$ cat config.mk
export PLATFORM = sky130hd
export DESIGN_NAME = cp437_to_utf8_terminal_stream_unit_flat
export DESIGN_NICKNAME = d
export VERILOG_FILES = /design/src/hw/rtl/cp437u_pkg.sv /design/src/hw/rtl/cp437u_chan_if.sv /design/src/hw/rtl/cp437u_in_stage.sv /design/src/hw/rtl/cp437u_expand.sv /design/src/hw/rtl/cp437u_out_stage.sv /design/src/hw/rtl/cp437_to_utf8_terminal_stream_unit.sv /design/src/flat_wrapper.sv
export SDC_FILE = /design/constraint.sdc
export NUM_CORES = 1
export LEC_CHECK = 0
export BUFFER_PORTS_ARGS = -buffer_cell sky130_fd_sc_hd__clkbuf_2
export CORE_UTILIZATION = 35
export CTS_BUF_LIST = sky130_fd_sc_hd__clkbuf_4 sky130_fd_sc_hd__clkbuf_8 sky130_fd_sc_hd__clkbuf_16
export DETAILED_ROUTE_END_ITERATION = 16
export PLACE_DENSITY = 0.57
export SETUP_SLACK_MARGIN = 0.2
export SLEW_MARGIN = 20
export SYNTH_ARGS = -nofsm -noshare
export SYNTH_HDL_FRONTEND = slang
export SYNTH_HIERARCHICAL = 1
export SYNTH_SLANG_ARGS = --single-unit
$ cat constraint.sdc
create_clock -name clock -period 5.1 [get_ports clock]
set_input_delay 0.51 -clock clock [delete_from_list [all_inputs] [get_ports clock]]
set_output_delay 0.51 -clock clock [all_outputs]
set_load 0.01 [all_outputs]
$ cat src/hw/rtl/cp437u_pkg.sv
package cp437u_pkg;

   localparam int ColumnDigits = 3;
   // a newline run must fit in the result buffer, so at most three digits
   localparam int EffDigits   = (ColumnDigits > 3) ? 3 : ((ColumnDigits < 1) ? 1 : ColumnDigits);
   localparam int ColumnLimit = (EffDigits == 1) ? 9 : ((EffDigits == 2) ? 99 : 999);

   localparam int MaxOut    = 8;
   localparam int CountW    = $clog2(MaxOut + 1);
   localparam int IdxW      = $clog2(MaxOut);
   localparam int ByteW     = 8;
   localparam int ColumnW   = 10;
   localparam int PageW     = 10;
   localparam int LineW     = 10;
   localparam int CsrIndexW = 2;
   localparam int CsrDataW  = 10;
   localparam int DigitW    = 4;
   localparam int NdigW     = 2;

   localparam logic [CsrIndexW-1:0] CSR_COLUMN_SHIFT  = 2'd0;
   localparam logic [CsrIndexW-1:0] CSR_SCROLL_ENABLE = 2'd1;
   localparam logic [CsrIndexW-1:0] CSR_PAGE_LINES    = 2'd2;

   localparam logic [ColumnW-1:0] COLUMN_RESET = 10'd0;
   localparam logic [PageW-1:0]   PAGE_RESET   = 10'd24;
   localparam logic [LineW-1:0]   LINE_MAX     = 10'd1023;

   localparam logic [ByteW-1:0] CH_NUL     = 8'h00;
   localparam logic [ByteW-1:0] CH_EOT     = 8'h04;
   localparam logic [ByteW-1:0] CH_LF      = 8'h0A;
   localparam logic [ByteW-1:0] CH_CR      = 8'h0D;
   localparam logic [ByteW-1:0] CH_SUB     = 8'h1A;
   localparam logic [ByteW-1:0] CH_ESC     = 8'h1B;
   localparam logic [ByteW-1:0] CH_LBRACK  = 8'h5B;
   localparam logic [ByteW-1:0] CH_ZERO    = 8'h30;
   localparam logic [ByteW-1:0] CH_FWD     = 8'h43;
   localparam logic [ByteW-1:0] CH_DEL     = 8'h7F;
   localparam logic [15:0]      GLYPH_HOUSE = 16'h2302;

   typedef struct packed {
      logic             mode;
      logic [ByteW-1:0] data_byte;
   } item_type;

   typedef struct packed {
      logic [MaxOut-1:0][ByteW-1:0] bytes;
      logic [CountW-1:0]            count;
      logic                         pause;
   } burst_type;

   localparam logic [15:0] LOW_GLYPHS [32] = '{
      16'h0000, 16'h263A, 16'h263B, 16'h2665, 16'h2666, 16'h2663, 16'h2660, 16'h2022,
      16'h25D8, 16'h25CB, 16'h25D9, 16'h2642, 16'h2640, 16'h266A, 16'h266B, 16'h263C,
      16'h25BA, 16'h25C4, 16'h2195, 16'h203C, 16'h00B6, 16'h00A7, 16'h25AC, 16'h21A8,
      16'h2191, 16'h2193, 16'h2192, 16'h2190, 16'h221F, 16'h2194, 16'h25B2, 16'h25BC
   };

   localparam logic [15:0] HIGH_GLYPHS [128] = '{
      16'h00C7, 16'h00FC, 16'h00E9, 16'h00E2, 16'h00E4, 16'h00E0, 16'h00E5, 16'h00E7,
      16'h00EA, 16'h00EB, 16'h00E8, 16'h00EF, 16'h00EE, 16'h00EC, 16'h00C4, 16'h00C5,
      16'h00C9, 16'h00E6, 16'h00C6, 16'h00F4, 16'h00F6, 16'h00F2, 16'h00FB, 16'h00F9,
      16'h00FF, 16'h00D6, 16'h00DC, 16'h00A2, 16'h00A3, 16'h00A5, 16'h20A7, 16'h0192,
      16'h00E1, 16'h00ED, 16'h00F3, 16'h00FA, 16'h00F1, 16'h00D1, 16'h00AA, 16'h00BA,
      16'h00BF, 16'h2310, 16'h00AC, 16'h00BD, 16'h00BC, 16'h00A1, 16'h00AB, 16'h00BB,
      16'h2591, 16'h2592, 16'h2593, 16'h2502, 16'h2524, 16'h2561, 16'h2562, 16'h2556,
      16'h2555, 16'h2563, 16'h2551, 16'h2557, 16'h255D, 16'h255C, 16'h255B, 16'h2510,
      16'h2514, 16'h2534, 16'h252C, 16'h251C, 16'h2500, 16'h253C, 16'h255E, 16'h255F,
      16'h255A, 16'h2554, 16'h2569, 16'h2566, 16'h2560, 16'h2550, 16'h256C, 16'h2567,
      16'h2568, 16'h2564, 16'h2565, 16'h2559, 16'h2558, 16'h2552, 16'h2553, 16'h256B,
      16'h256A, 16'h2518, 16'h250C, 16'h2588, 16'h2584, 16'h258C, 16'h2590, 16'h2580,
      16'h03B1, 16'h00DF, 16'h0393, 16'h03C0, 16'h03A3, 16'h03C3, 16'h00B5, 16'h03C4,
      16'h03A6, 16'h0398, 16'h03A9, 16'h03B4, 16'h221E, 16'h03C6, 16'h03B5, 16'h2229,
      16'h2261, 16'h00B1, 16'h2265, 16'h2264, 16'h2320, 16'h2321, 16'h00F7, 16'h2248,
      16'h00B0, 16'h2219, 16'h00B7, 16'h221A, 16'h207F, 16'h00B2, 16'h25A0, 16'h00A0
   };

   function automatic logic [15:0] glyph_of(input logic [ByteW-1:0] b);
      logic [15:0] g;
      if (b < 8'd32) begin
         g = LOW_GLYPHS[b[4:0]];
      end else if (b < CH_DEL) begin
         g = {8'h00, b};
      end else if (b == CH_DEL) begin
         g = GLYPH_HOUSE;
      end else begin
         g = HIGH_GLYPHS[b[6:0]];
      end
      return g;
   endfunction

endpackage

$ cat src/hw/rtl/cp437u_chan_if.sv
interface cp437u_req_if;
   logic       valid;
   logic       ready;
   logic       mode;
   logic [7:0] data_byte;

   modport source (output valid, output mode, output data_byte, input ready);
   modport sink   (input valid, input mode, input data_byte, output ready);
endinterface

interface cp437u_rsp_if;
   logic       valid;
   logic       ready;
   logic [7:0] out_byte;
   logic       last;
   logic       pause_after;

   modport source (output valid, output out_byte, output last, output pause_after, input ready);
   modport sink   (input valid, input out_byte, input last, input pause_after, output ready);
endinterface

$ cat src/hw/rtl/cp437u_in_stage.sv
module cp437u_in_stage (
   input  logic                clock,
   input  logic                reset,
   input  logic                in_valid,
   output logic                in_ready,
   input  cp437u_pkg::item_type in_item,
   output logic                item_valid,
   output cp437u_pkg::item_type item,
   input  logic                consume
);
   import cp437u_pkg::*;

   logic     valid_ff, valid_in;
   item_type item_ff, item_in;

   // nothing is taken while reset is held
   assign in_ready   = !reset && (!valid_ff || consume);
   assign item_valid = valid_ff;
   assign item       = item_ff;

   always_comb begin
      valid_in = valid_ff;
      item_in  = item_ff;
      if (consume) begin
         valid_in = 1'b0;
      end
      if (in_valid && in_ready) begin
         valid_in = 1'b1;
         item_in  = in_item;
      end
   end

   always_ff @(posedge clock) begin
      if (reset) begin
         valid_ff <= 1'b0;
      end else begin
         valid_ff <= valid_in;
      end
      item_ff <= item_in;
   end
endmodule

$ cat src/hw/rtl/cp437u_expand.sv
module cp437u_expand (
   input  logic                                   clock,
   input  logic                                   reset,
   input  logic                                   csr_wr_en,
   input  logic [cp437u_pkg::CsrIndexW-1:0]       csr_index,
   input  logic [cp437u_pkg::CsrDataW-1:0]        csr_wr_data,
   input  cp437u_pkg::item_type                   item,
   input  logic                                   advance,
   output cp437u_pkg::burst_type                  burst
);
   import cp437u_pkg::*;

   logic                 scroll_en_ff, scroll_en_in;
   logic [PageW-1:0]     page_ff, page_in;
   logic [DigitW-1:0]    dig_h_ff, dig_t_ff, dig_o_ff;
   logic [DigitW-1:0]    dig_h_in, dig_t_in, dig_o_in;
   logic [NdigW-1:0]     ndig_ff, ndig_in;
   logic [LineW-1:0]     lines_ff, lines_in;
   logic                 active_ff, active_in;
   logic                 stopped_ff, stopped_in;

   logic [ColumnW-1:0]   sat;
   logic [ColumnW-1:0]   rem_h;
   logic [6:0]           rem_t;
   logic [15:0]          cp;
   logic [LineW-1:0]     lines_inc;

   // column register is kept as decimal digits, decoded when written
   always_comb begin
      sat = (csr_wr_data > CsrDataW'(ColumnLimit)) ? CsrDataW'(ColumnLimit) : csr_wr_data;
      dig_h_in = '0;
      for (int k = 1; k < 10; k++) begin
         if (sat >= ColumnW'(k * 100)) dig_h_in = DigitW'(k);
      end
      rem_h = sat - ColumnW'(dig_h_in) * ColumnW'(100);
      dig_t_in = '0;
      for (int k = 1; k < 10; k++) begin
         if (rem_h[6:0] >= 7'(k * 10)) dig_t_in = DigitW'(k);
      end
      rem_t    = rem_h[6:0] - 7'(dig_t_in) * 7'd10;
      dig_o_in = rem_t[DigitW-1:0];
      if (sat >= ColumnW'(100)) begin
         ndig_in = 2'd3;
      end else if (sat >= ColumnW'(10)) begin
         ndig_in = 2'd2;
      end else begin
         ndig_in = 2'd1;
      end
   end

   always_comb begin
      scroll_en_in = scroll_en_ff;
      page_in      = page_ff;
      if (csr_wr_en) begin
         unique case (csr_index)
            CSR_SCROLL_ENABLE: scroll_en_in = csr_wr_data[0];
            CSR_PAGE_LINES:    page_in      = csr_wr_data[PageW-1:0];
            default: ;
         endcase
      end
   end

   always_comb begin
      cp         = glyph_of(item.data_byte);
      lines_inc  = (lines_ff < LINE_MAX) ? lines_ff + 1'b1 : lines_ff;
      lines_in   = lines_ff;
      active_in  = active_ff;
      stopped_in = stopped_ff;
      burst      = '0;
      if (item.mode) begin
         if (!stopped_ff) begin
            burst.bytes[0] = CH_CR;
            burst.bytes[1] = CH_LF;
            burst.count    = CountW'(2);
         end
         stopped_in = 1'b0;
      end else if (!stopped_ff) begin
         if (item.data_byte == CH_ESC) begin
            burst.bytes[0] = CH_ESC;
            burst.count    = CountW'(1);
         end else if (item.data_byte == CH_CR) begin
            burst.bytes[0] = CH_CR;
            burst.bytes[1] = CH_LF;
            burst.bytes[2] = CH_ESC;
            burst.bytes[3] = CH_LBRACK;
            case (ndig_ff)
               2'd3: begin
                  burst.bytes[4] = CH_ZERO | ByteW'(dig_h_ff);
                  burst.bytes[5] = CH_ZERO | ByteW'(dig_t_ff);
                  burst.bytes[6] = CH_ZERO | ByteW'(dig_o_ff);
                  burst.bytes[7] = CH_FWD;
               end
               2'd2: begin
                  burst.bytes[4] = CH_ZERO | ByteW'(dig_t_ff);
                  burst.bytes[5] = CH_ZERO | ByteW'(dig_o_ff);
                  burst.bytes[6] = CH_FWD;
               end
               default: begin
                  burst.bytes[4] = CH_ZERO | ByteW'(dig_o_ff);
                  burst.bytes[5] = CH_FWD;
               end
            endcase
            burst.count = CountW'(5) + CountW'(ndig_ff);
            if (scroll_en_ff) begin
               lines_in = lines_inc;
               if (lines_inc > page_ff) active_in = 1'b1;
               burst.pause = active_in;
            end
         end else if (item.data_byte == CH_SUB || item.data_byte == CH_EOT) begin
            burst.bytes[0] = CH_CR;
            burst.bytes[1] = CH_LF;
            burst.count    = CountW'(2);
            stopped_in     = 1'b1;
         end else if (item.data_byte != CH_NUL && item.data_byte != CH_LF) begin
            if (cp < 16'h0080) begin
               burst.bytes[0] = cp[7:0];
               burst.count    = CountW'(1);
            end else if (cp < 16'h0800) begin
               burst.bytes[0] = {3'b110, cp[10:6]};
               burst.bytes[1] = {2'b10, cp[5:0]};
               burst.count    = CountW'(2);
            end else begin
               burst.bytes[0] = {4'b1110, cp[15:12]};
               burst.bytes[1] = {2'b10, cp[11:6]};
               burst.bytes[2] = {2'b10, cp[5:0]};
               burst.count    = CountW'(3);
            end
         end
      end
   end

   always_ff @(posedge clock) begin
      if (reset) begin
         scroll_en_ff <= 1'b0;
         page_ff      <= PAGE_RESET;
         dig_h_ff     <= '0;
         dig_t_ff     <= '0;
         dig_o_ff     <= COLUMN_RESET[DigitW-1:0];
         ndig_ff      <= 2'd1;
         lines_ff     <= '0;
         active_ff    <= 1'b0;
         stopped_ff   <= 1'b0;
      end else begin
         scroll_en_ff <= scroll_en_in;
         page_ff      <= page_in;
         if (csr_wr_en && csr_index == CSR_COLUMN_SHIFT) begin
            dig_h_ff <= dig_h_in;
            dig_t_ff <= dig_t_in;
            dig_o_ff <= dig_o_in;
            ndig_ff  <= ndig_in;
         end
         if (advance) begin
            lines_ff   <= lines_in;
            active_ff  <= active_in;
            stopped_ff <= stopped_in;
         end
      end
   end
endmodule

$ cat src/hw/rtl/cp437u_out_stage.sv
module cp437u_out_stage (
   input  logic                  clock,
   input  logic                  reset,
   input  cp437u_pkg::burst_type burst,
   input  logic                  load,
   output logic                  load_ok,
   output logic                  out_valid,
   input  logic                  out_ready,
   output logic [7:0]            out_byte,
   output logic                  out_last,
   output logic                  out_pause
);
   import cp437u_pkg::*;

   burst_type         burst_ff;
   logic              valid_ff, valid_in;
   logic [IdxW-1:0]   idx_ff, idx_in;
   logic              fire;

   assign out_valid = valid_ff;
   assign out_byte  = burst_ff.bytes[idx_ff];
   assign out_last  = ({1'b0, idx_ff} == burst_ff.count - 1'b1);
   assign out_pause = out_last && burst_ff.pause;
   assign fire      = valid_ff && out_ready;
   // a fresh burst may enter as the final byte of the current one leaves
   assign load_ok   = !valid_ff || (fire && out_last);

   always_comb begin
      valid_in = valid_ff;
      idx_in   = idx_ff;
      if (fire) begin
         idx_in = idx_ff + 1'b1;
         if (out_last) valid_in = 1'b0;
      end
      if (load && burst.count != '0) begin
         valid_in = 1'b1;
         idx_in   = '0;
      end
   end

   always_ff @(posedge clock) begin
      if (reset) begin
         valid_ff <= 1'b0;
         idx_ff   <= '0;
      end else begin
         valid_ff <= valid_in;
         idx_ff   <= idx_in;
      end
      if (load) begin
         burst_ff <= burst;
      end
   end
endmodule

$ cat src/hw/rtl/cp437_to_utf8_terminal_stream_unit.sv
// An input item passes the input register, then the expander, into the result register.
// Throughput: one result byte per cycle from the result register while the receiver is
// ready; an item yields 0 to 8 bytes (1 to 3 for glyphs), and items that yield nothing
// or one byte are taken every cycle unless the receiver stalls.
// Reset (synchronous): clears line count, scroll and stop flags, and restores
// the register defaults (column 0, scroll off, 24 lines per page).
module cp437_to_utf8_terminal_stream_unit (
   input  logic                              clock,
   input  logic                              reset,
   cp437u_req_if.sink                        req_chan,
   cp437u_rsp_if.source                      rsp_chan,
   input  logic                              csr_wr_en,
   input  logic [cp437u_pkg::CsrIndexW-1:0]  csr_index,
   input  logic [cp437u_pkg::CsrDataW-1:0]   csr_wr_data
);
   import cp437u_pkg::*;

   item_type  in_item, item;
   burst_type burst;
   logic      item_valid, load_ok, consume;

   assign in_item.mode      = req_chan.mode;
   assign in_item.data_byte = req_chan.data_byte;
   assign consume           = item_valid && load_ok;

   cp437u_in_stage u_in_stage (
      .clock      (clock),
      .reset      (reset),
      .in_valid   (req_chan.valid),
      .in_ready   (req_chan.ready),
      .in_item    (in_item),
      .item_valid (item_valid),
      .item       (item),
      .consume    (consume)
   );

   cp437u_expand u_expand (
      .clock       (clock),
      .reset       (reset),
      .csr_wr_en   (csr_wr_en),
      .csr_index   (csr_index),
      .csr_wr_data (csr_wr_data),
      .item        (item),
      .advance     (consume),
      .burst       (burst)
   );

   cp437u_out_stage u_out_stage (
      .clock     (clock),
      .reset     (reset),
      .burst     (burst),
      .load      (consume),
      .load_ok   (load_ok),
      .out_valid (rsp_chan.valid),
      .out_ready (rsp_chan.ready),
      .out_byte  (rsp_chan.out_byte),
      .out_last  (rsp_chan.last),
      .out_pause (rsp_chan.pause_after)
   );
endmodule

$ cat src/flat_wrapper.sv
// flat-port wrapper written by rule: the top's interface ports become plain ports
module cp437_to_utf8_terminal_stream_unit_flat import cp437u_pkg::*;
  (clock, reset, csr_wr_en, csr_index, csr_wr_data, req_chan_valid, req_chan_mode, req_chan_data_byte, req_chan_ready, rsp_chan_valid, rsp_chan_out_byte, rsp_chan_last, rsp_chan_pause_after, rsp_chan_ready);
  cp437u_req_if req_chan_i ();
  cp437u_rsp_if rsp_chan_i ();
  input  logic clock;
  input  logic reset;
  input  logic csr_wr_en;
  input  logic [cp437u_pkg::CsrIndexW-1:0] csr_index;
  input  logic [cp437u_pkg::CsrDataW-1:0] csr_wr_data;
  input wire logic [$bits(req_chan_i.valid)-1:0] req_chan_valid;
  input wire logic [$bits(req_chan_i.mode)-1:0] req_chan_mode;
  input wire logic [$bits(req_chan_i.data_byte)-1:0] req_chan_data_byte;
  output wire logic [$bits(req_chan_i.ready)-1:0] req_chan_ready;
  output wire logic [$bits(rsp_chan_i.valid)-1:0] rsp_chan_valid;
  output wire logic [$bits(rsp_chan_i.out_byte)-1:0] rsp_chan_out_byte;
  output wire logic [$bits(rsp_chan_i.last)-1:0] rsp_chan_last;
  output wire logic [$bits(rsp_chan_i.pause_after)-1:0] rsp_chan_pause_after;
  input wire logic [$bits(rsp_chan_i.ready)-1:0] rsp_chan_ready;
  assign req_chan_i.valid = req_chan_valid;
  assign req_chan_i.mode = req_chan_mode;
  assign req_chan_i.data_byte = req_chan_data_byte;
  assign req_chan_ready = req_chan_i.ready;
  assign rsp_chan_valid = rsp_chan_i.valid;
  assign rsp_chan_out_byte = rsp_chan_i.out_byte;
  assign rsp_chan_last = rsp_chan_i.last;
  assign rsp_chan_pause_after = rsp_chan_i.pause_after;
  assign rsp_chan_i.ready = rsp_chan_ready;
  cp437_to_utf8_terminal_stream_unit u_core (.clock(clock), .reset(reset), .req_chan(req_chan_i), .rsp_chan(rsp_chan_i), .csr_wr_en(csr_wr_en), .csr_index(csr_index), .csr_wr_data(csr_wr_data));
endmodule
**Yosys cells after proc, flatten, opt, wreduce, memory -nomap -nowiden**

Memory sizes are Yosys's and may differ from the RTL's.
Index checks and enable logic that the tools add are counted.

- Flip-flop bits (word level): 117
- Memory bits (read-only): 2560
- Word-level logic and storage cells: 180
- Bits of input ports: 26
- Memories: 2
- Output and inout bits: 12

Memory list:

| name | depth | bits a word | rd ports | clocked after memory_dff | wr ports | RTL line | text |
|---|---|---|---|---|---|---|---|
| (no name shown) | 128 | 16 | 1 | 0 | 0 | cp437u_pkg.sv:86 | `g = HIGH_GLYPHS[b[6:0]];` |
| (no name shown) | 32 | 16 | 1 | 0 | 0 | cp437u_pkg.sv:80 | `g = LOW_GLYPHS[b[4:0]];` |

- Multiply operators: 2
- Order comparisons: 29
- Multiplexer cells: 65
- Bitwise operators: 8
- Reduce and logical (&&, ||, !) cells: 31
- Equality and inequality tests: 11
- Add/subtract/negate cells: 6

Operators with widths:

| kind | count |
|---|---|
| $mux 16 | 8 |
| $mux 20 | 5 |
| $mux 25 | 2 |
| $ge 10x10->1 const B | 4 |
| $mux 4 | 10 |
| $ge 10x9->1 const B | 3 |
| $pmux 15 s2 | 1 |
| $bmux 8 s3 | 1 |
| $mux 12 | 2 |
| $mux 8 | 3 |
| $ge 7x6->1 const B | 3 |
| $ge 7x7->1 const B | 3 |
| $mux 21 | 1 |
| $mux 10 | 2 |
| $mux 18 | 1 |
| $eq 8x5->1 const B | 2 |
| $lt 16x12->1 const B | 1 |
| $lt 16x8->1 const B | 1 |
| $mux 1 | 16 |
| $ge 7x5->1 const B | 2 |
| $mux 7 | 2 |
| $pmux 7 s2 | 1 |
| $mux 13 | 1 |
| $mux 3 | 4 |
| other kinds (47) | 73 |

**Logic depth before layout (Yosys ltp)**

Gate-level depths: netlist of run 1.

- Depth after elaboration: 26
- Gate-level depth with buffers: 22

**Cells and area by module**

The synthesis of run 1 kept the hierarchy.

By module, submodules not included:

| module | instances | cells each | area an instance (um^2) |
|---|---|---|---|
| cp437u_expand | 1 | 848 | 5794.3 |
| cp437u_out_stage | 1 | 130 | 2904.0 |
| cp437u_in_stage | 1 | 14 | 330.3 |
| cp437_to_utf8_terminal_stream_unit | 1 | 1 | 6.3 |

**Least setup slack after synthesis of run 1**

OpenSTA, ideal clock, no wires.

- Path kind: input to register
- From: input port csr_wr_data[6] (netlist bit)
- To: register u_core.u_expand.dig_o_ff[3]
- Slack: 0.475 ns
- Path buffers: 1
- Arrival: 4.491 ns
- Data required time: 4.967 ns
- Cell stages on the path: 22
- Cells stage by stage: clkbuf_4 -> a21oi_1 -> or2_1 -> a211oi_1 -> a221o_1 -> and2_1 -> inv_1 -> ha_1 -> inv_1 -> ha_1 -> o21a_1 -> or3_1 -> and3_4 -> o211a_1 -> nor2_2 -> a211o_1 -> nor2_1 -> ha_1 -> fa_1 -> and3_1 -> o221ai_1 -> o311ai_1

- Word-level cells in the longest chain between the ends: 26
- Elaborated cells on any way between the ends: 42

Ends and longest elaborated chain:

| what | RTL line | text |
|---|---|---|
| start, declared | flat_wrapper.sv:10 | `input logic [cp437u_pkg::CsrDataW-1:0] csr_wr_data;` |
| $gt 10x10->1 | cp437u_expand.sv:30 | `sat = (csr_wr_data > CsrDataW'(ColumnLimit)) ? CsrDataW'(ColumnLimit) : csr_wr_data;` |
| $mux 10 (*) | cp437u_expand.sv:30 |  |
| $ge 10x7->1 | cp437u_expand.sv:33 | `if (sat >= ColumnW'(k * 100)) dig_h_in = DigitW'(k);` |
| $mux 1 | cp437u_expand.sv:33 |  |
| $mux 2 (2 in series) | cp437u_expand.sv:33 |  |
| $mux 3 (4 in series) | cp437u_expand.sv:33 |  |
| $mux 4 | cp437u_expand.sv:33 |  |
| $mux 4 (*) | cp437u_expand.sv:33 |  |
| named net u_core.u_expand.dig_h_in[0] | cp437u_expand.sv:16 | `logic [DigitW-1:0] dig_h_in, dig_t_in, dig_o_in;` |
| (+1 left out) | n/a |  |
| $sub 7x7->7 (*) | cp437u_expand.sv:35 | `rem_h = sat - ColumnW'(dig_h_in) * ColumnW'(100);` |
| $ge 7x4->1 | cp437u_expand.sv:38 | `if (rem_h[6:0] >= 7'(k * 10)) dig_t_in = DigitW'(k);` |
| $mux 1 | cp437u_expand.sv:38 |  |
| $mux 4 (7 in series) | cp437u_expand.sv:38 |  |
| $mux 4 (*) | cp437u_expand.sv:38 |  |
| named net u_core.u_expand.dig_t_in[0] | cp437u_expand.sv:16 |  |
| $mul 4x3->3 (*) | cp437u_expand.sv:40 | `rem_t = rem_h[6:0] - 7'(dig_t_in) * 7'd10;` |
| $sub 4x4->4 (*) | cp437u_expand.sv:40 |  |
| end signal, assigned | cp437u_expand.sv:138 | `dig_o_ff <= COLUMN_RESET[DigitW-1:0];` |
| end signal, assigned | cp437u_expand.sv:149 | `dig_o_ff <= dig_o_in;` |
| end, declared | cp437u_expand.sv:15 | `logic [DigitW-1:0] dig_h_ff, dig_t_ff, dig_o_ff;` |

Mark *: on every way through the listed nets, which the timed path passes. The rest lies on a longest branch.
A chain may end at the register's enable or synchronous reset.

**Worst setup path after layout of run 1**

- From: input port csr_wr_data[5] (netlist bit)
- To: register u_core.u_expand.dig_o_ff[3]

Same word-level chain as after synthesis.

==> impl_results.md, run 1 <==
* Routability cong. at 0.911
* Site Rows at 58
* Min Tclk post-route at 4.64 ns
* Starting Density at 35.8%
* CTS Root Cell: clkbuf_16
* CTS hold repair buffers at 0
* CP startpoint kind: primary input
* Die height at 163 um
* CTS tree: done
* Layer with the highest usage: met2
* Grt ovf at 0
* Multi-input logic area at 5220 um^2
* Met2 usage at 27.3%
* Syn-to-layout area delta at 10.8%
* Hold Vio Cnt, Final at 0
* Pin count of the biggest net entering global routing at 83
* Predominant post-synthesis flop cell: edfxtp_1
* Global-route wire length before repair at 38,600 um
* Fillers at 2,522
* Post-synthesis mux area share at 9.51%
* DP Wirelength at 17,000 um
* WP data required at 5.38 ns
* Ys async rst share at 0%
* Final WS setup at 0.458 ns
* Grt met1 use at 26.6%
* Die area at 26,500 um^2
* Vias in the first global route at 7,122
* Clk sinks at 120
* Fin cells at 1,338
* RSZ-0062 raised after global routing: no
* Worst-Margin Slew at 0.940 ns
* Compound-Gate Fraction of Synth Area at 21.1%
* EDFF count, synth at 78
* Sequential cell area at 3180 um^2
* Post-route clock skew at 0.0196 ns
* Hold/Removal Path Class: in2reg
* Starting DRT DRC Count at 829
* GRT Util Overall at 18.6%
* Post-synthesis instance area at 9030 um^2
* Initial antenna violation count at 0
* CTS max path bufs at 2
* Pre-CTS setup slack at 0.0458 ns
* Max frequency at 0.215 GHz
* Max_slew headroom at 37.0%
* Layout cell share with drive strength beyond 1 at 15.6%
* Met3 Usage GRT at 3.41%
* Sequential area share after synthesis at 35.2%
* WL per Instance at 18.0 um
* Via/cell ratio at 5.70
* Final period utilization at 91.0%
* H-Tree Depth at 4
* Final #Nets at 1,056
* Setup TNS Final at 0 ns
* Status: completed
* CP Max Fanout at 9
* Leakage at 3.82 nW
* Syn_area_per_cell at 9.10 um^2
* Largest family of logic cells by synthesized area: compound AO/OA/AOI/OAI gates
* Core area at 25,300 um^2
* DR pass1 iterations at 5
* Num CTS Buffers at 17
* Max-Cap Viols at 0
* Synth Area in Adders at 5.12%
* DIE WIDTH at 163 um
* CP Class: in2reg
* Seq cells post-synth at 120
* Simple-gate share of the synthesized area at 19.5%
* Worst setup EP type: flop
* Worst-path clk slew at 0.06 ns
* Post-DRT Antenna Nets at 0
* CP arrival at 4.92 ns
* Clock latency on the worst-skew pair at 0.42 ns
* DRT Wirelength at 24,100 um
* WHS Path Cells at 1
* Number of I/O pins at 38
* Power Density at 285 nW/um^2
* Synth Instances at 993
* DRC Markers at 0
* Post-cts sizing count at 0
* Unique cell type count in the Yosys netlist at 96
* Worst reg2reg path depth at 13
* Via count at 7,627
* Synth Area in XOR/XNOR at 1.74%
* Port bufs at 37
* Post-CTS Setup Bufs at 0
* Finish-stage setup viols at 0
* Maximum vdd ir drop at 249 uV
* Ant diodes at 0
* Fin. max-slew vios at 0
* Dpl cells at 1,306
* Yosys warns at 6
==> where the power goes <==
group	switching (W)	total, W	internal, W
Clock	0.000483	0.00117	0.000690
Sequential	0.0000252	0.00112	0.00109
Combinational	0.000335	0.000562	0.000227
Total	0.000843	0.00285	0.00201
==> final timing paths <==
check / startpoint / to / slack, ns
setup / recovery: csr_wr_data[5] / u_core/u_expand/dig_o_ff[3]$_SDFFE_PP0P_ / 0.46
hold / removal: req_chan_data_byte[1] / u_core/u_in_stage/item[1]$_DFFE_PP_ / 0.28
setup reg to reg: u_core/u_in_stage/item[1]$_DFFE_PP_ / u_core/u_out_stage/idx_ff[1]$_SDFFE_PP0P_ / 0.86
hold reg to reg: u_core/u_expand/active_ff$_SDFFE_PP0P_ / u_core/u_expand/active_ff$_SDFFE_PP0P_ / 0.46
==> layout make-up <==
cell class / count / area share, %
repair buffers: 74 / 4.75
flip-flops and latches: 120 / 31.8
clock buffers: 17 / 4.25
clock inverters: 15 / 1.57
inverters: 37 / 1.39
well taps: 330 / 4.13
multi-input cells: 745 / 52.1
==> Yosys cell counts, types with 9 or more instances <==
cell type / number / area (um^2)
xor2_1: 11 / 96.3
ha_1: 33 / 413
nor2b_1: 13 / 81.3
o21ai_0: 50 / 250
mux2i_1: 18 / 180
clkbuf_1: 53 / 199
nand2b_1: 22 / 138
nor2_1: 96 / 360
a311oi_1: 9 / 78.8
edfxtp_1: 78 / 2340
a21oi_1: 59 / 295
and2_1: 18 / 113
nor3_1: 36 / 180
dfxtp_1: 42 / 841
a211oi_1: 22 / 165
nand3_1: 21 / 105
o21a_1: 10 / 75.1
and3_1: 14 / 87.6
buf_4: 27 / 203
mux4_2: 14 / 315
nand2_1: 82 / 308
inv_1: 33 / 124
o211ai_1: 10 / 75.1
a31oi_1: 20 / 125
==> worst max-delay path, cell delays in order <==
cell      delay (ns)
clkbuf_2        0.17
buf_4           0.19
nor4_4          0.24
or2_1           0.15
a211oi_1        0.07
a221o_1         0.34
and2_1          0.16
inv_1           0.08
ha_1            0.19
fa_1            0.26
nor2b_1         0.06
o21a_1          0.17
or3_1           0.32
and3_4          0.20
o211a_1         0.30
a211oi_1        0.22
a211o_1         0.20
nor2_1          0.07
ha_1            0.19
fa_1            0.38
and3_1          0.17
o221ai_1        0.15
o311ai_1        0.12
==> logic make-up (layout without fill, tap and decap cells) <==
kind of cell	Yosys count	count (layout)
other	1	14
adder cells (fa/ha/maj)	36	36
buffers and inverters	141	143
XOR/XNOR	18	18
AO/OA/AOI/OAI	275	275
flip-flops	120	120
AND/OR/NAND/NOR	351	351
multiplexers	51	51
==> flip-flops by register name, summed over array words and instances (netlist names) <==
| register | cells |
|---|---|
| u_core/u_expand/lines_ff | 10 |
| u_core/u_expand/scroll_en_ff | 1 |
| u_core/u_in_stage/item | 9 |
| u_core/u_out_stage/burst_ff | 69 |
| u_core/u_out_stage/idx_ff | 3 |
| u_core/u_expand/dig_t_ff | 4 |
| u_core/u_expand/active_ff | 1 |
| u_core/u_expand/ndig_ff | 2 |
| u_core/u_expand/dig_h_ff | 4 |
| u_core/u_in_stage/item_valid | 1 |
| u_core/u_expand/stopped_ff | 1 |
| u_core/u_out_stage/out_valid | 1 |
| u_core/u_expand/page_ff | 10 |
| u_core/u_expand/dig_o_ff | 4 |
==> layer usage <==
metal	vias to the layer above	wire length, um
li1	3689	-
met1	3577	11400
met2	307	10500
met3	54	1530
met4	0	684
met5	-	0
==> through the flow <==
step / area [um^2] / power, W / utilization (%) / hold slack (ns)
after floorplan: 9080 / 0.00155 / - / 0.432
after global placement: 9420 / 0.00169 / 37.3 / 0.442
after detailed placement: 9420 / 0.00169 / 37.3 / 0.454
after CTS: 10000 / 0.00287 / 39.6 / 0.252
after global routing: 10000 / 0.00298 / 39.6 / 0.254
final: 10000 / 0.00285 / 39.6 / 0.280
==> cell usage in the layout (no fill, tap or decap), types with 16 or more instances in the layout <==
cell / n
mux2i_1: 18
o21ai_0: 50
and2_1: 16
clkbuf_16: 17
nand2b_1: 22
nand2_1: 82
edfxtp_1: 78
nor3_1: 35
clkbuf_2: 37
nand3_1: 21
buf_4: 36
nor2_1: 96
a21oi_1: 59
inv_1: 33
a31oi_1: 20
dfxtp_1: 42
a211oi_1: 22
ha_1: 33
Note: power is estimated with default switching activity, not from simulation.
==> run 2: changes to the inputs <==
Clock period 5.1 ns to 4.4 ns, I/O delays scaled along.
==> run 2 against run 1 <==
  * Routed wire length is 8.6% higher
  * Critical path depth is 2 lower
  * Die area stayed put
  * Design area is 6.5% higher
  * Worst hold slack worse by 0.082 ns
  * Utilization is 2.6 points higher
  * Clock power is 30% higher
  * Critical endpoint unchanged
  * Highest routed layer unchanged
==> impl_results.md, run 2 (synthesis gave the netlist of run 1 again) <==
* Worst Hold End: u_core/u_in_stage/item[1]$_DFFE_PP_
* Final period utilization at 94.0%
* Post-DRT Antenna Nets at 0
* WL per Instance at 18.7 um
* Num CTS Buffers at 17
* Fillers at 2,513
* Multi-input logic area at 5350 um^2
* Max_slew headroom at 35.9%
* Hold Slack at 0.198 ns
* Pre-CTS setup slack at -0.283 ns
* Site Rows at 58
* DRT Wirelength at 26,200 um
* Fin. max-slew vios at 0
* Sw Share at 27.5%
* Max-Cap Viols at 0
* DRC Markers at 0
* Die area at 26,500 um^2
* WP data required at 4.68 ns
* Vias in the first global route at 7,127
* Die height at 163 um
* Via/cell ratio at 5.65
* Max frequency at 0.242 GHz
* Hold/Removal Path Class: in2reg
* Final #Nets at 1,115
* Hold Vio Cnt, Final at 0
* CP Class: in2reg
* Design Area, Final at 10,700 um^2
* WHS Path Cells at 1
* Max FFs per register at 69
* Setup TNS Final at 0 ns
* Global-route wire length before repair at 40,800 um
* H-Tree Depth at 4
* Clock Power Share at 42.0%
* R2r setup slk at 0.54 ns
* Layout cell share with drive strength beyond 1 at 22.1%
* CTS max path bufs at 2
* Maximum vdd ir drop at 231 uV
* Worst reg2reg endpoint: u_core/u_out_stage/out_valid$_SDFFE_PP0P_
* Routability cong. at 0.985
* Number of I/O pins at 38
* GRT Util Overall at 19.9%
* Port bufs at 37
* Via count at 7,889
* Syn-to-layout area delta at 18.0%
* Initial antenna violation count at 0
* Int Power at 0.00262 W
* Combinational Power Share at 22.2%
* Top reg by flops: u_core/u_out_stage/burst_ff
* Post-DP Area at 9830 um^2
* Starting DRT DRC Count at 997
* Sequential group share of total power at 35.9%
* Final WS setup at 0.263 ns
* Hold_sp: req_chan_data_byte[1]
* Min Tclk post-route at 4.14 ns
* Pin count of the biggest net entering global routing at 48
* Status: completed
* CP arrival at 4.42 ns
* Worst-path clk slew at 0.06 ns
* CTS hold repair buffers at 0
* Worst reg2reg path depth at 14
* DR pass1 iterations at 6
* Switch Pwr at 0.000994 W
* Clock latency on the worst-skew pair at 0.41 ns
* DIE WIDTH at 163 um
* Most frequent cells in the layout: buf_4 (95), nor2_1 (94), nand2_1 (82)
* Post-route clock skew at 0.0114 ns
* Clk sinks at 120
* DP Wirelength at 18,400 um
* Finish-stage setup viols at 0
* Commonest non-fill, non-tap cell in the layout: buf_4
* CTS Root Cell: clkbuf_16
* Worst setup EP type: flop
* Biggest regs: u_core/u_out_stage/burst_ff: 69 flops, u_core/u_expand/lines_ff: 10 flops, u_core/u_expand/page_ff: 10 flops
* CTS tree: done
* CP Max Fanout at 4
* Worst-Margin Slew at 0.957 ns
* RR Startpoint: u_core/u_in_stage/item[1]$_DFFE_PP_
* Ant diodes at 0
* CP startpoint kind: primary input
* Power Density at 339 nW/um^2
* Sequential cell area at 3180 um^2
* RSZ-0062 raised after global routing: yes
* Starting Density at 35.8%
* Leakage at 4.14 nW
* Core area at 25,300 um^2
* Grt ovf at 0
==> run 2: per-stage QoR <==
stage                     instances  total power [W]  utilization (%)
after CTS                      1387          0.00359             41.5
after global routing           1396          0.00377             42.2
after global placement         1355          0.00205             38.9
final                          1396          0.00361             42.2
after floorplan                1006          0.00182                -
after detailed placement       1355          0.00206             38.9
==> run 2: layout make-up <==
cell class                 count  share of cell area [%]
tap                          330                    3.87
sequential                   120                    29.9
multi-input combinational    745                    50.2
inverter                      37                    1.35
timing repair buffer         133                    8.82
clock inverter                14                    1.94
clock buffer                  17                    3.99
==> run 2: worst max-delay path, cell delays in order <==
cell and delay, ns:
buf_6 0.11, and2_4 0.16, o41a_1 0.40, a221o_1 0.33
and2_4 0.16, inv_4 0.07, ha_4 0.20, inv_4 0.06
ha_4 0.19, o21a_1 0.11, or3_4 0.33, and3_4 0.17
a211oi_4 0.28, o21bai_1 0.13, a21oi_2 0.16, nor2_2 0.06
ha_2 0.18, fa_2 0.40, and3_4 0.17, o221ai_2 0.18
o311ai_2 0.12
==> run 2: repair_timing <==
item / in CTS / in global routing
buffers inserted: 1 / 9
setup endpoints to repair: 2 / 2
resized for setup: 4 / 29
pin swaps: 2 / 16
==> run 2: routing by layer <==
| layer | up-vias | share of wire (%) | GRT usage [%] |
|---|---|---|---|
| li1 | 3802 | - | - |
| met1 | 3678 | 47 | 29.5 |
| met2 | 353 | 43 | 28.6 |
| met3 | 56 | 7.3 | 3.90 |
| met4 | 0 | 2.6 | 6.29 |
| met5 | - | 0 | 0 |
==> run 2: worst max-delay path by stage <==
| stage | endpoint | slack, ns | cells after the start | from |
|---|---|---|---|---|
| finish | u_core/u_expand/dig_o_ff[3]$_SDFFE_PP0P_ | 0.26 | 21 | csr_wr_data[5] |
| global route | u_core/u_expand/dig_o_ff[3]$_SDFFE_PP0P_ | 0.06 | 22 | csr_wr_data[7] |
| global placement | u_core/u_expand/dig_o_ff[3]$_SDFFE_PP0P_ | -0.20 | 21 | csr_wr_data[5] |
| detailed placement | u_core/u_expand/dig_o_ff[3]$_SDFFE_PP0P_ | -0.28 | 22 | csr_wr_data[5] |
| floorplan | u_core/u_expand/dig_o_ff[3]$_SDFFE_PP0P_ | -0.08 | 22 | csr_wr_data[4] |
| CTS | u_core/u_expand/dig_o_ff[3]$_SDFFE_PP0P_ | 0.20 | 21 | csr_wr_data[5] |
==> run 2: power by group through the flow <==
| stage | clock network [W] | registers, W | logic [W] |
|---|---|---|---|
| after CTS | 0.00155 | 0.00130 | 0.000745 |
| after detailed placement | 0 | 0.00132 | 0.000737 |
| after global routing | 0.00160 | 0.00130 | 0.000867 |
| after floorplan | 0 | 0.00131 | 0.000510 |
| final | 0.00152 | 0.00130 | 0.000801 |
| after global placement | 0 | 0.00132 | 0.000734 |
==> run 3: changes to the inputs <==
Settings changed: ABC_AREA set to 1.
Clock period 4.4 ns to 5.12 ns, I/O delays scaled along.
==> run 3 against run 2 <==
  * Cell count up 8.4%
  * Clock-buffer cell count did not move
  * Setup slack improved by 0.47 ns
  * Design area fell by 10%
  * Synthesized cell count rose by 17%
  * First-iteration DRC count is 7.2% lower
  * Flip-flop and latch count is the same
  * Die area decreased by 4.5%
  * Non-clock buffer count shrank 76
  * Sequential share of layout area increased by 3.3 points
==> impl_results.md, run 3 <==
* Fin. max-slew vios at 0
* Power Density at 303 nW/um^2
* Dpl cells at 1,479
* Worst setup EP type: flop
* Layout cell share with drive strength beyond 1 at 13.0%
* Synth Instances at 1,160
* CP dominant cell by count: nand2_1
* Worst-Margin Slew at 0.852 ns
* Fin cells at 1,513
* Sequential area share after synthesis at 36.9%
* Commonest non-fill, non-tap cell in the layout: nand2_1
* DRC Markers at 0
* Max FFs per register at 69
* DR pass1 iterations at 5
* H-Tree Depth at 4
* Dominant cell by count in the synthesized netlist: nand2_1
* CP Max Fanout at 6
* Worst-path clk slew at 0.06 ns
* Post-synth top area share at 27.2%
* EDFF count, synth at 78
* Ys async rst share at 0%
* RSZ-0062 raised after global routing: no
* Port bufs at 37
* WL per Instance at 16.8 um
* Finish-stage setup viols at 0
* Die height at 159 um
* Clk sinks at 120
* Seq cells post-synth at 120
* Maximum vdd ir drop at 183 uV
* CTS hold repair buffers at 0
* Site Rows at 57
* Core area at 24,200 um^2
* CP max-delay cell: fa_2
* Design Area, Final at 9590 um^2
* DRT Wirelength at 25,400 um
* CP arrival at 4.69 ns
* Yosys warns at 6
* CP Class: in2reg
* Cell accounting for the most synthesized area: edfxtp_1
* Syn-to-layout area delta at 11.2%
* Multi-input logic area at 4520 um^2
* Critical path's largest stage delay at 0.35 ns
* Min Tclk post-route at 4.39 ns
* Pwr Total at 0.00291 W
* Via count at 8,230
* Sequential cell area at 3180 um^2
* Hold Vio Cnt, Final at 0
* Final #Nets at 1,236
* Starting DRT DRC Count at 925
* Number of I/O pins at 38
* DIE WIDTH at 159 um
* Biggest regs: u_core/u_out_stage/burst_ff: 69 flops, u_core/u_expand/lines_ff: 10 flops, u_core/u_expand/page_ff: 10 flops
* Pin count of the biggest net entering global routing at 71
* Top reg by flops: u_core/u_out_stage/burst_ff
* WP data required at 5.42 ns
* Routability cong. at 0.989
* Post-synth top cells: nand2_1 (201), nor2_1 (165), inv_1 (118)
* Post-DRT Antenna Nets at 0
* Num CTS Buffers at 17
* Unique cell type count in the Yosys netlist at 60
* Predominant post-synthesis flop cell: edfxtp_1
* Hold/Removal Path Class: in2reg
* Max_slew headroom at 43.2%
* Global-route wire length before repair at 40,700 um
* Post-DP Area at 8950 um^2
* Die area at 25,300 um^2
* CTS Root Cell: clkbuf_16
* Fin util at 39.6%
* Status: completed
* Via/cell ratio at 5.44
* Post-route clock skew at 0.0108 ns
* Max frequency at 0.228 GHz
* Clock latency on the worst-skew pair at 0.42 ns
* DP Wirelength at 18,500 um
* Max-Cap Viols at 0
* Post-synthesis instance area at 8630 um^2
* GRT Util Overall at 20.3%
* Syn_area_per_cell at 7.44 um^2
* Vias in the first global route at 7,664
* Starting Density at 35.6%
* Grt ovf at 0
* Most frequent cells in the layout: nand2_1 (201), nor2_1 (164), inv_1 (117)
* Ranking of synthesized cells by area: edfxtp_1 (27%), dfxtp_1 (9.7%), nand2_1 (8.7%)
* CP startpoint kind: primary input
* Fillers at 2,529
* Final period utilization at 85.8%
* CTS tree: done
* Setup TNS Final at 0 ns
* Leakage at 4.06 nW
* CTS max path bufs at 2
* Initial antenna violation count at 0
run 3: cell types whose count changed after synthesis, sizes merged, moves of 17 or more:
cell,delta
a21oi,+21
mux4,-22
o21ai,+64
and2,-17
mux2i,-18
nand2b,-22
nand3,+22
nand2,+137
nor2,+77
inv,+105
clkbuf,-38
run 3: power breakdown:
part	switching [W]	internal [W]
clock network	0.000459	0.000775
logic	0.000375	0.000187
registers	0.0000244	0.00109
total	0.000858	0.00205
run 3: metrics by stage:
| stage | worst slack (ns) | hold WS [ns] |
|---|---|---|
| floorplan | 0.628 | 0.435 |
| CTS | 0.646 | 0.248 |
| global route | 0.226 | 0.253 |
| global placement | 0.270 | 0.457 |
| detailed placement | 0.207 | 0.461 |
| finish | 0.729 | 0.272 |
run 3: layout make-up:
cell class | count | area share [%]
multi-input combinational | 840 | 47.1
tap | 324 | 4.23
clock inverter | 15 | 1.98
clock buffer | 17 | 4.43
timing repair buffer | 57 | 3.52
inverter | 139 | 5.54
antenna | 1 | 0.0261
sequential | 120 | 33.2
run 3: critical path, delay by kind of cell:
kind | cells | cell delay (ns)
simple gates | 27 | 2.04
fa+ha+maj | 4 | 1.13
xor+xnor | 2 | 0.33
buf+inv | 5 | 0.37
compound gates | 3 | 0.30
run 3: cells by family after synthesis:
group / Yosys count / synth area share [%]
AO/OA/AOI/OAI: 296 / 20.8
XOR/XNOR: 12 / 1.22
adder cells (fa/ha/maj): 35 / 5.25
buffers and inverters: 213 / 11.6
flip-flops: 120 / 36.9
other: 1 / 0.0435
AND/OR/NAND/NOR: 483 / 24.2
run 3: repair_timing:
action | in CTS | in global routing
setup endpoints to repair | 0 | 1
gates resized for setup | 0 | 7
buffers inserted | 0 | 1
run 3: layer usage:
layer  track usage [%]  routed length (um)  vias to the layer above
li1                  -                   -                     3974
met3              4.32                1760                       79
met5                 0                   0                        -
met1              28.1               11800                     3817
met4              10.3                1040                        0
met2              29.8               10800                      360
run 3: final timing paths:
| path | cells past startpoint | from | slack (ns) | end |
|---|---|---|---|---|
| setup / recovery | 41 | csr_wr_data[6] | 0.73 | u_core/u_expand/dig_o_ff[3]$_SDFFE_PP0P_ |
| hold / removal | 1 | req_chan_data_byte[1] | 0.27 | u_core/u_in_stage/item[1]$_DFFE_PP_ |
| setup reg to reg | 22 | u_core/u_in_stage/item[0]$_DFFE_PP_ | 1.15 | u_core/u_out_stage/idx_ff[0]$_SDFFE_PP0P_ |
| hold reg to reg | 2 | u_core/u_expand/page_ff[2]$_SDFFE_PP0P_ | 0.47 | u_core/u_expand/page_ff[2]$_SDFFE_PP0P_ |
